===== src/sv/dcgl_pkg.sv =====
// Shared constants and types for the decimal counter glyph layout block.
`timescale 1ns / 1ps
`default_nettype none
package dcgl_pkg;

  // Number base and the glyph code of the minus sign
  localparam int unsigned RADIX       = 10;
  localparam logic [3:0]  MINUS_GLYPH = 4'd10;

  // Default longest magnitude kept, in digits
  localparam int unsigned DEFAULT_MAX_DIGITS = 10;

  // Divide by ten: q = (x * RECIP_TEN) >> RECIP_SHIFT, exact for any 32-bit x
  localparam logic [31:0] RECIP_TEN   = 32'hCCCC_CCCD;
  localparam int unsigned RECIP_SHIFT = 35;

  // Field widths
  localparam int unsigned VALUE_W   = 32;
  localparam int unsigned GLYPH_W   = 4;
  localparam int unsigned SCREEN_W  = 14;
  localparam int unsigned TEXU_W    = 13;
  localparam int unsigned CFG_IDX_W = 3;
  localparam int unsigned CFG_DAT_W = 12;
  localparam int unsigned OUT_DAT_W = 32;

  // Configuration register indexes
  typedef enum logic [CFG_IDX_W-1:0] {
    REG_MIN_DIGITS    = 3'd0,
    REG_RIGHT_TO_LEFT = 3'd1,
    REG_CELL_WIDTH    = 3'd2,
    REG_ATLAS_X       = 3'd3,
    REG_ORIGIN_X      = 3'd4,
    REG_CELL_HEIGHT   = 3'd5,
    REG_ATLAS_Y       = 3'd6,
    REG_ORIGIN_Y      = 3'd7
  } cfg_reg_t;

endpackage : dcgl_pkg
`default_nettype wire


===== src/sv/decimal_counter_glyph_layout.sv =====
// Decimal digit layout: splits a signed value into glyphs and places them in a row.
//
// Usage: the slave stream (s_axis_*) takes one 32-bit signed value per item.
// The block turns its magnitude into decimal digits, pads with leading zeros
// up to min_digits, adds a minus glyph for negative values and sends one item
// per glyph on the master stream (m_axis_*), with tlast on the final glyph.
// Glyphs go left to right from the most significant one, or right to left
// from the least significant one when right_to_left is set.
// The cfg_* channel writes the layout registers; it is always ready and is
// meant to be written only while the block is idle.
// Steps: the value is accepted while idle; each digit found (up to MAX_DIGITS)
// takes a multiply step and a remainder step; each pad digit takes a pad step,
// and one more pad step closes the string; then one glyph goes out per cycle
// while the receiver takes them (up to MAX_DIGITS+1 glyphs). A new value is
// accepted once the final glyph is loaded into the output register. The digit
// loop runs on the one shared 32x32 reciprocal multiplier (multiply, then
// remainder).
// s_axis_tready is high only while idle. A stalled receiver holds the output
// register, and the glyph sequencer waits with it. A synchronous rst clears the
// sequencer, the output valid, the configuration registers, neg, mag and nd.
`timescale 1ns / 1ps
`default_nettype none
module decimal_counter_glyph_layout #(
  parameter int unsigned MAX_DIGITS = dcgl_pkg::DEFAULT_MAX_DIGITS
) (
  input  wire logic                            clk,
  input  wire logic                            rst,
  // value (32, signed)
  input  wire logic                            s_axis_tvalid,
  output logic                                 s_axis_tready,
  input  wire logic [dcgl_pkg::VALUE_W-1:0]    s_axis_tdata,
  // glyph [3:0], screen_x [17:4] (signed), tex_u [30:18], zero [31]
  output logic                                 m_axis_tvalid,
  input  wire logic                            m_axis_tready,
  output logic [dcgl_pkg::OUT_DAT_W-1:0]       m_axis_tdata,
  output logic                                 m_axis_tlast,
  // configuration write channel
  input  wire logic                            cfg_valid,
  output logic                                 cfg_ready,
  input  wire logic [dcgl_pkg::CFG_IDX_W-1:0]  cfg_index,
  input  wire logic [dcgl_pkg::CFG_DAT_W-1:0]  cfg_data
);
  import dcgl_pkg::*;

  localparam int unsigned DEPTH = MAX_DIGITS + 1;
  localparam int unsigned IDX_W = (DEPTH > 1) ? $clog2(DEPTH) : 1;
  localparam int unsigned CNT_W = $clog2(MAX_DIGITS + 2);

  typedef enum logic [4:0] {
    ST_IDLE = 5'b00001,
    ST_MUL  = 5'b00010,
    ST_REM  = 5'b00100,
    ST_PAD  = 5'b01000,
    ST_EMIT = 5'b10000
  } state_t;

  // Configuration registers (cell height, atlas y, origin y feed no result)
  logic [3:0]          min_digits;
  logic                right_to_left;
  logic [7:0]          cell_width;
  logic [11:0]         atlas_x;
  logic [11:0]         origin_x;

  // Sequencer and working state
  state_t              state;
  logic [VALUE_W-1:0]  mag;
  logic [2*VALUE_W-1:0] prod;
  logic                neg;
  logic [CNT_W-1:0]    nd;
  logic [CNT_W-1:0]    emit_left;
  logic [IDX_W-1:0]    rd_idx;
  logic [SCREEN_W-1:0] sx;
  logic [GLYPH_W-1:0]  digit_store [DEPTH];

  // Output register
  logic [GLYPH_W-1:0]  out_glyph;
  logic [SCREEN_W-1:0] out_sx;
  logic [TEXU_W-1:0]   out_texu;
  logic                out_last;

  // Combinational helpers
  logic [VALUE_W-1:0]  quo;
  logic [VALUE_W-1:0]  rem_full;
  logic [CNT_W-1:0]    pad;
  logic [CNT_W-1:0]    nd_inc;
  logic [CNT_W-1:0]    glyph_total;
  logic                out_load;
  logic                in_fire;

  assign in_fire       = s_axis_tvalid && s_axis_tready;
  assign s_axis_tready = (state == ST_IDLE);
  assign cfg_ready     = 1'b1;

  // Quotient from the registered product; remainder is x - 10q
  assign quo      = VALUE_W'(prod[2*VALUE_W-1:RECIP_SHIFT]);
  assign rem_full = mag - ((quo << 3) + (quo << 1));
  assign nd_inc   = nd + CNT_W'(1);

  // Padding target saturates at the longest kept magnitude
  assign pad = (32'(min_digits) > 32'(MAX_DIGITS)) ? CNT_W'(MAX_DIGITS)
                                                   : CNT_W'(min_digits);
  assign glyph_total = nd + CNT_W'(neg);

  // In the emit state the output register loads while empty or while its item is taken
  assign out_load  = (state == ST_EMIT) && (!m_axis_tvalid || m_axis_tready);

  // Configuration writes
  always_ff @(posedge clk) begin
    if (rst) begin
      min_digits    <= 4'd0;
      right_to_left <= 1'b0;
      cell_width    <= 8'd8;
      atlas_x       <= 12'd0;
      origin_x      <= 12'd0;
    end else if (cfg_valid && cfg_ready) begin
      case (cfg_reg_t'(cfg_index))
        REG_MIN_DIGITS:    min_digits    <= cfg_data[3:0];
        REG_RIGHT_TO_LEFT: right_to_left <= cfg_data[0];
        REG_CELL_WIDTH:    cell_width    <= cfg_data[7:0];
        REG_ATLAS_X:       atlas_x       <= cfg_data;
        REG_ORIGIN_X:      origin_x      <= cfg_data;
        default: ;
      endcase
    end
  end

  // Sequencer: digit loop, padding, glyph emission
  always_ff @(posedge clk) begin
    if (rst) begin
      state <= ST_IDLE;
    end else begin
      case (state)
        ST_IDLE: begin
          if (in_fire) begin
            state <= ST_MUL;
          end
        end
        ST_MUL: begin
          state <= ST_REM;
        end
        ST_REM: begin
          if (quo == '0 || 32'(nd_inc) >= 32'(MAX_DIGITS)) begin
            state <= ST_PAD;
          end else begin
            state <= ST_MUL;
          end
        end
        ST_PAD: begin
          if (!(nd < pad)) begin
            state <= ST_EMIT;
          end
        end
        ST_EMIT: begin
          if (out_load && emit_left == CNT_W'(1)) begin
            state <= ST_IDLE;
          end
        end
        default: state <= ST_IDLE;
      endcase
    end
  end

  // Datapath registers
  always_ff @(posedge clk) begin
    if (rst) begin
      neg <= 1'b0;
      mag <= '0;
      nd  <= '0;
    end else begin
      case (state)
        ST_IDLE: begin
          if (in_fire) begin
            neg <= s_axis_tdata[VALUE_W-1];
            mag <= s_axis_tdata[VALUE_W-1] ? (~s_axis_tdata + VALUE_W'(1)) : s_axis_tdata;
            nd  <= '0;
          end
        end
        ST_MUL: begin
          prod <= mag * RECIP_TEN;
        end
        ST_REM: begin
          digit_store[nd[IDX_W-1:0]] <= rem_full[GLYPH_W-1:0];
          nd  <= nd_inc;
          mag <= quo;
        end
        ST_PAD: begin
          if (nd < pad) begin
            digit_store[nd[IDX_W-1:0]] <= '0;
            nd <= nd_inc;
          end else begin
            // close the string: minus sits above the top digit
            if (neg) begin
              digit_store[nd[IDX_W-1:0]] <= MINUS_GLYPH;
            end
            emit_left <= glyph_total;
            rd_idx    <= right_to_left ? '0 : IDX_W'(glyph_total - CNT_W'(1));
            sx        <= SCREEN_W'(origin_x);
          end
        end
        ST_EMIT: begin
          if (out_load) begin
            emit_left <= emit_left - CNT_W'(1);
            rd_idx    <= right_to_left ? rd_idx + IDX_W'(1) : rd_idx - IDX_W'(1);
            sx        <= right_to_left ? sx - SCREEN_W'(cell_width)
                                       : sx + SCREEN_W'(cell_width);
          end
        end
        default: ;
      endcase
    end
  end

  // Output register
  always_ff @(posedge clk) begin
    if (rst) begin
      m_axis_tvalid <= 1'b0;
    end else if (out_load) begin
      m_axis_tvalid <= 1'b1;
    end else if (m_axis_tready) begin
      m_axis_tvalid <= 1'b0;
    end
  end

  // Glyph read and atlas position
  always_ff @(posedge clk) begin
    if (out_load) begin
      out_glyph <= digit_store[rd_idx];
      out_sx    <= sx;
      out_texu  <= TEXU_W'(atlas_x)
                   + TEXU_W'(digit_store[rd_idx]) * TEXU_W'(cell_width);
      out_last  <= (emit_left == CNT_W'(1));
    end
  end

  assign m_axis_tdata = {1'b0, out_texu, out_sx, out_glyph};
  assign m_axis_tlast = out_last;

  // Checks
  a_nd_bound: assert property (@(posedge clk) disable iff (rst)
    32'(nd) <= 32'(MAX_DIGITS))
    else $error("digit count beyond store");

  a_accept_starts_loop: assert property (@(posedge clk) disable iff (rst)
    in_fire |=> state == ST_MUL)
    else $error("accepted value did not start the digit loop");

  a_last_ends: assert property (@(posedge clk) disable iff (rst)
    (out_load && emit_left == CNT_W'(1)) |=> (state == ST_IDLE && m_axis_tlast))
    else $error("final glyph did not close the value");

  a_glyph_code: assert property (@(posedge clk) disable iff (rst)
    m_axis_tvalid |-> out_glyph <= MINUS_GLYPH)
    else $error("glyph code out of range");

  a_emit_nonzero: assert property (@(posedge clk) disable iff (rst)
    state == ST_EMIT |-> emit_left != '0)
    else $error("emission with no glyph left");

endmodule : decimal_counter_glyph_layout
`default_nettype wire

===== config.mk =====
export PLATFORM = sky130hd
export DESIGN_NAME = decimal_counter_glyph_layout
export DESIGN_NICKNAME = d
export VERILOG_FILES = /design/src/sv/dcgl_pkg.sv /design/src/sv/decimal_counter_glyph_layout.sv
export SDC_FILE = /design/constraint.sdc
export NUM_CORES = 2
export LEC_CHECK = 0
export ABC_AREA = 1
export BUFFER_PORTS_ARGS = -buffer_cell sky130_fd_sc_hd__buf_4
export CORE_MARGIN = 2
export CORE_UTILIZATION = 47
export DETAILED_ROUTE_END_ITERATION = 10
export REMOVE_ABC_BUFFERS = 1
export SLEW_MARGIN = 20
export SYNTH_ARGS = -nofsm -noshare
export SYNTH_HDL_FRONTEND = slang
export SYNTH_SLANG_ARGS = --single-unit

===== constraint.sdc =====
create_clock -name clk -period 13.19 [get_ports clk]
set_input_delay 0 -clock clk [delete_from_list [all_inputs] [get_ports clk]]
set_output_delay 0 -clock clk [all_outputs]
set_load 0.01 [all_outputs]

==> impl_metrics.env <==
export IMPL_status="completed"
export IMPL_cts_resized=0
export IMPL_fmax_mhz=139
export IMPL_synth_most_common_cell="inv_1"
export IMPL_avgSynthCellArea_um2=8.19
export IMPL_period_share=0.544
export IMPL_layout_nets=4704
export IMPL_finalSetupViolations=0
export IMPL_clock_latency_ns=0.60
export IMPL_diodes=0
export IMPL_vias_per_cell=5.13
export IMPL_dp_cells=4609
export IMPL_drtAntennaViolNets=0
export IMPL_maxCapViolCount=0
export IMPL_layout_drive_gt1_share=0.0427
export IMPL_track_usage=0.303
export IMPL_hold_viol_final=0
export IMPL_dieArea_um2=66700
export IMPL_dpl_cell_area_um2=31900
export IMPL_cts_num_sinks=211
export IMPL_fin_setup_tns_ns=0
export IMPL_post_synth_top_area_cell="fa_1"
export IMPL_drc=0
export IMPL_synth_distinct_cells=48
export IMPL_fin_cells=4720
export IMPL_final_min_clock_period_ns=7.18
export IMPL_wl_um=98700
export IMPL_arrival_ns=7.53
export IMPL_die_x_um=258
export IMPL_synth_flop_cell="edfxtp_1"
export IMPL_worst_pin_slew_ns=0.948
export IMPL_wire_per_inst_um=20.9
export IMPL_globalplace_congestion=1.01
export IMPL_io_buffers=85
export IMPL_area_growth_syn_to_layout_pct=9.99
export IMPL_grt_remaining_overflow=0
export IMPL_design_area_um2=33400
export IMPL_postCtsSetupBuffers=0
export IMPL_num_fill_cells=6345
export IMPL_io_pins=88
export IMPL_synth_commonest_cells="968 x inv_1, 653 x nand2_1, 409 x fa_1"
export IMPL_utilization=0.520
export IMPL_synth_edf_count=127
export IMPL_ff_latch_area_um2=5500
export IMPL_die_h_um=258
export IMPL_ys_ff_latch=211
export IMPL_worstPathMaxFanout=8
export IMPL_yosysWarnings=0
export IMPL_multi_input_area_um2=21000
export IMPL_dr_pass1_iters=6
export IMPL_clockBufferDepth=3
export IMPL_cp_required_ns=13.54
export IMPL_yosys_top_cells_area="fa_1 27%, ha_1 16%, edfxtp_1 13%"
export IMPL_dr_first_iter_drc_count=2059
export IMPL_grt_start_max_net_pins=47
export IMPL_grt_pass1_wl_um=151000
export IMPL_drv_slew=0
export IMPL_htree_levels=1
export IMPL_end_kind="flip-flop"
export IMPL_cts_tree="done"
export IMPL_synthArstFlopShare=0
export IMPL_vias=24200
export IMPL_clock_skew_ns=0.0300
export IMPL_critPathKind="reg -> reg"
export IMPL_start_util=0.473
export IMPL_fp_coreArea_um2=64200
export IMPL_hpwlAfterDp_um=85100
export IMPL_syn_inst=3707
export IMPL_start_kind="flip-flop"
export IMPL_cts_reportedPaths_clkPinSlew_ns=0.06
export IMPL_antenna_found_initial=0
export IMPL_yosysTopAreaCellShare=0.270
export IMPL_slew_headroom=0.367
export IMPL_cts_hold_buf=61
export IMPL_root_buffer="clkbuf_16"
export IMPL_ys_seq_area_frac=0.181
export IMPL_grt_pass1_vias=24900
export IMPL_min_path_type="in -> reg"
export IMPL_cts_buffers_inserted=27
export IMPL_rsz0062_at_grt="false"
export IMPL_syn_area_um2=30400
export IMPL_rows=93
routing by layer:
layer	GRT usage	up-vias	wire, um
met1	0.382	11600	40100
met4	0.153	0	6180
li1	-	11700	-
met2	0.512	737	46800
met5	0	-	0
met3	0.0407	234	5720
state kept, by name, summed over array words and instances, names as in the netlist, 4 cells and up, named ones only:
register / flops
emit_left: 4
prod: 29
mag: 32
min_digits: 4
sx: 14
out_glyph: 4
digit_store: 44
state: 5
out_texu: 13
cell_width: 8
rd_idx: 4
origin_x: 12
out_sx: 14
atlas_x: 12
nd: 4
critical path, cell delays in order, from the launching register on:
cell,delay (ns)
dfxtp_1,0.54
ha_1,0.50
inv_1,0.19
fa_1,0.59
inv_1,0.07
fa_1,0.50
inv_1,0.05
fa_1,0.50
inv_1,0.06
fa_1,0.56
fa_1,0.52
fa_1,0.58
inv_1,0.06
fa_1,0.54
inv_1,0.05
ha_1,0.30
nand2_1,0.09
nor2_1,0.27
nand2_1,0.23
nor2_1,0.20
nand4_1,0.22
nand3_1,0.17
nand2_1,0.06
inv_1,0.05
nor2_1,0.03
cells in the final DEF (no fill, tap or decap), drive strengths merged, types with 41 or more instances in the layout:
cell type / instances
nand3: 113
xor2: 66
fa: 409
buf: 95
a21oi: 200
ha: 399
inv: 974
o21ai: 158
edfxtp: 127
nand2: 653
dlygate4sd3: 61
clkbuf: 41
nor2: 296
dfxtp: 84
per-stage QoR:
| step | hold WS [ns] | worst slack [ns] |
|---|---|---|
| floorplan | 0.0691 | 7.14 |
| CTS | 0.00658 | 6.01 |
| global route | 0.0421 | 5.73 |
| global placement | 0.284 | 5.97 |
| detailed placement | 0.290 | 6.06 |
| finish | 0.0168 | 6.01 |
path summary, 6_finish.rpt:
path	start	to	slack (ns)	depth (start not counted)
max	mag[8]$_SDFFE_PP0P_	prod[39]$_DFFE_PP_	6.01	24
min	s_axis_tdata[2]	mag[2]$_SDFFE_PP0P_	0.02	5
max reg2reg	mag[8]$_SDFFE_PP0P_	prod[39]$_DFFE_PP_	6.01	24
min reg2reg	atlas_x[11]$_SDFFE_PP0P_	atlas_x[11]$_SDFFE_PP0P_	0.46	2
kinds of logic (layout without fill, tap and decap cells):
group / count (synthesis) / count (layout) / share of synthesized area
other cells: 2 / 2 / 0.000247
flops: 211 / 211 / 0.181
buf+inv: 1024 / 1182 / 0.128
compound gates: 428 / 428 / 0.0761
mux: 7 / 7 / 0.00231
xor+xnor: 89 / 89 / 0.0257
fa+ha+maj: 808 / 808 / 0.434
simple gates: 1138 / 1138 / 0.153
cell type report:
class	instances	area share
clock buffer	41	0.0239
clock inverter	9	0.00191
inverter	976	0.110
multi-input combinational	2472	0.628
sequential	211	0.164
tap	855	0.0320
timing repair buffer	156	0.0396
Power is left out: the tool's default activity adds up to more than one toggle a clock period on the data nets, which glitch-free logic cannot reach.
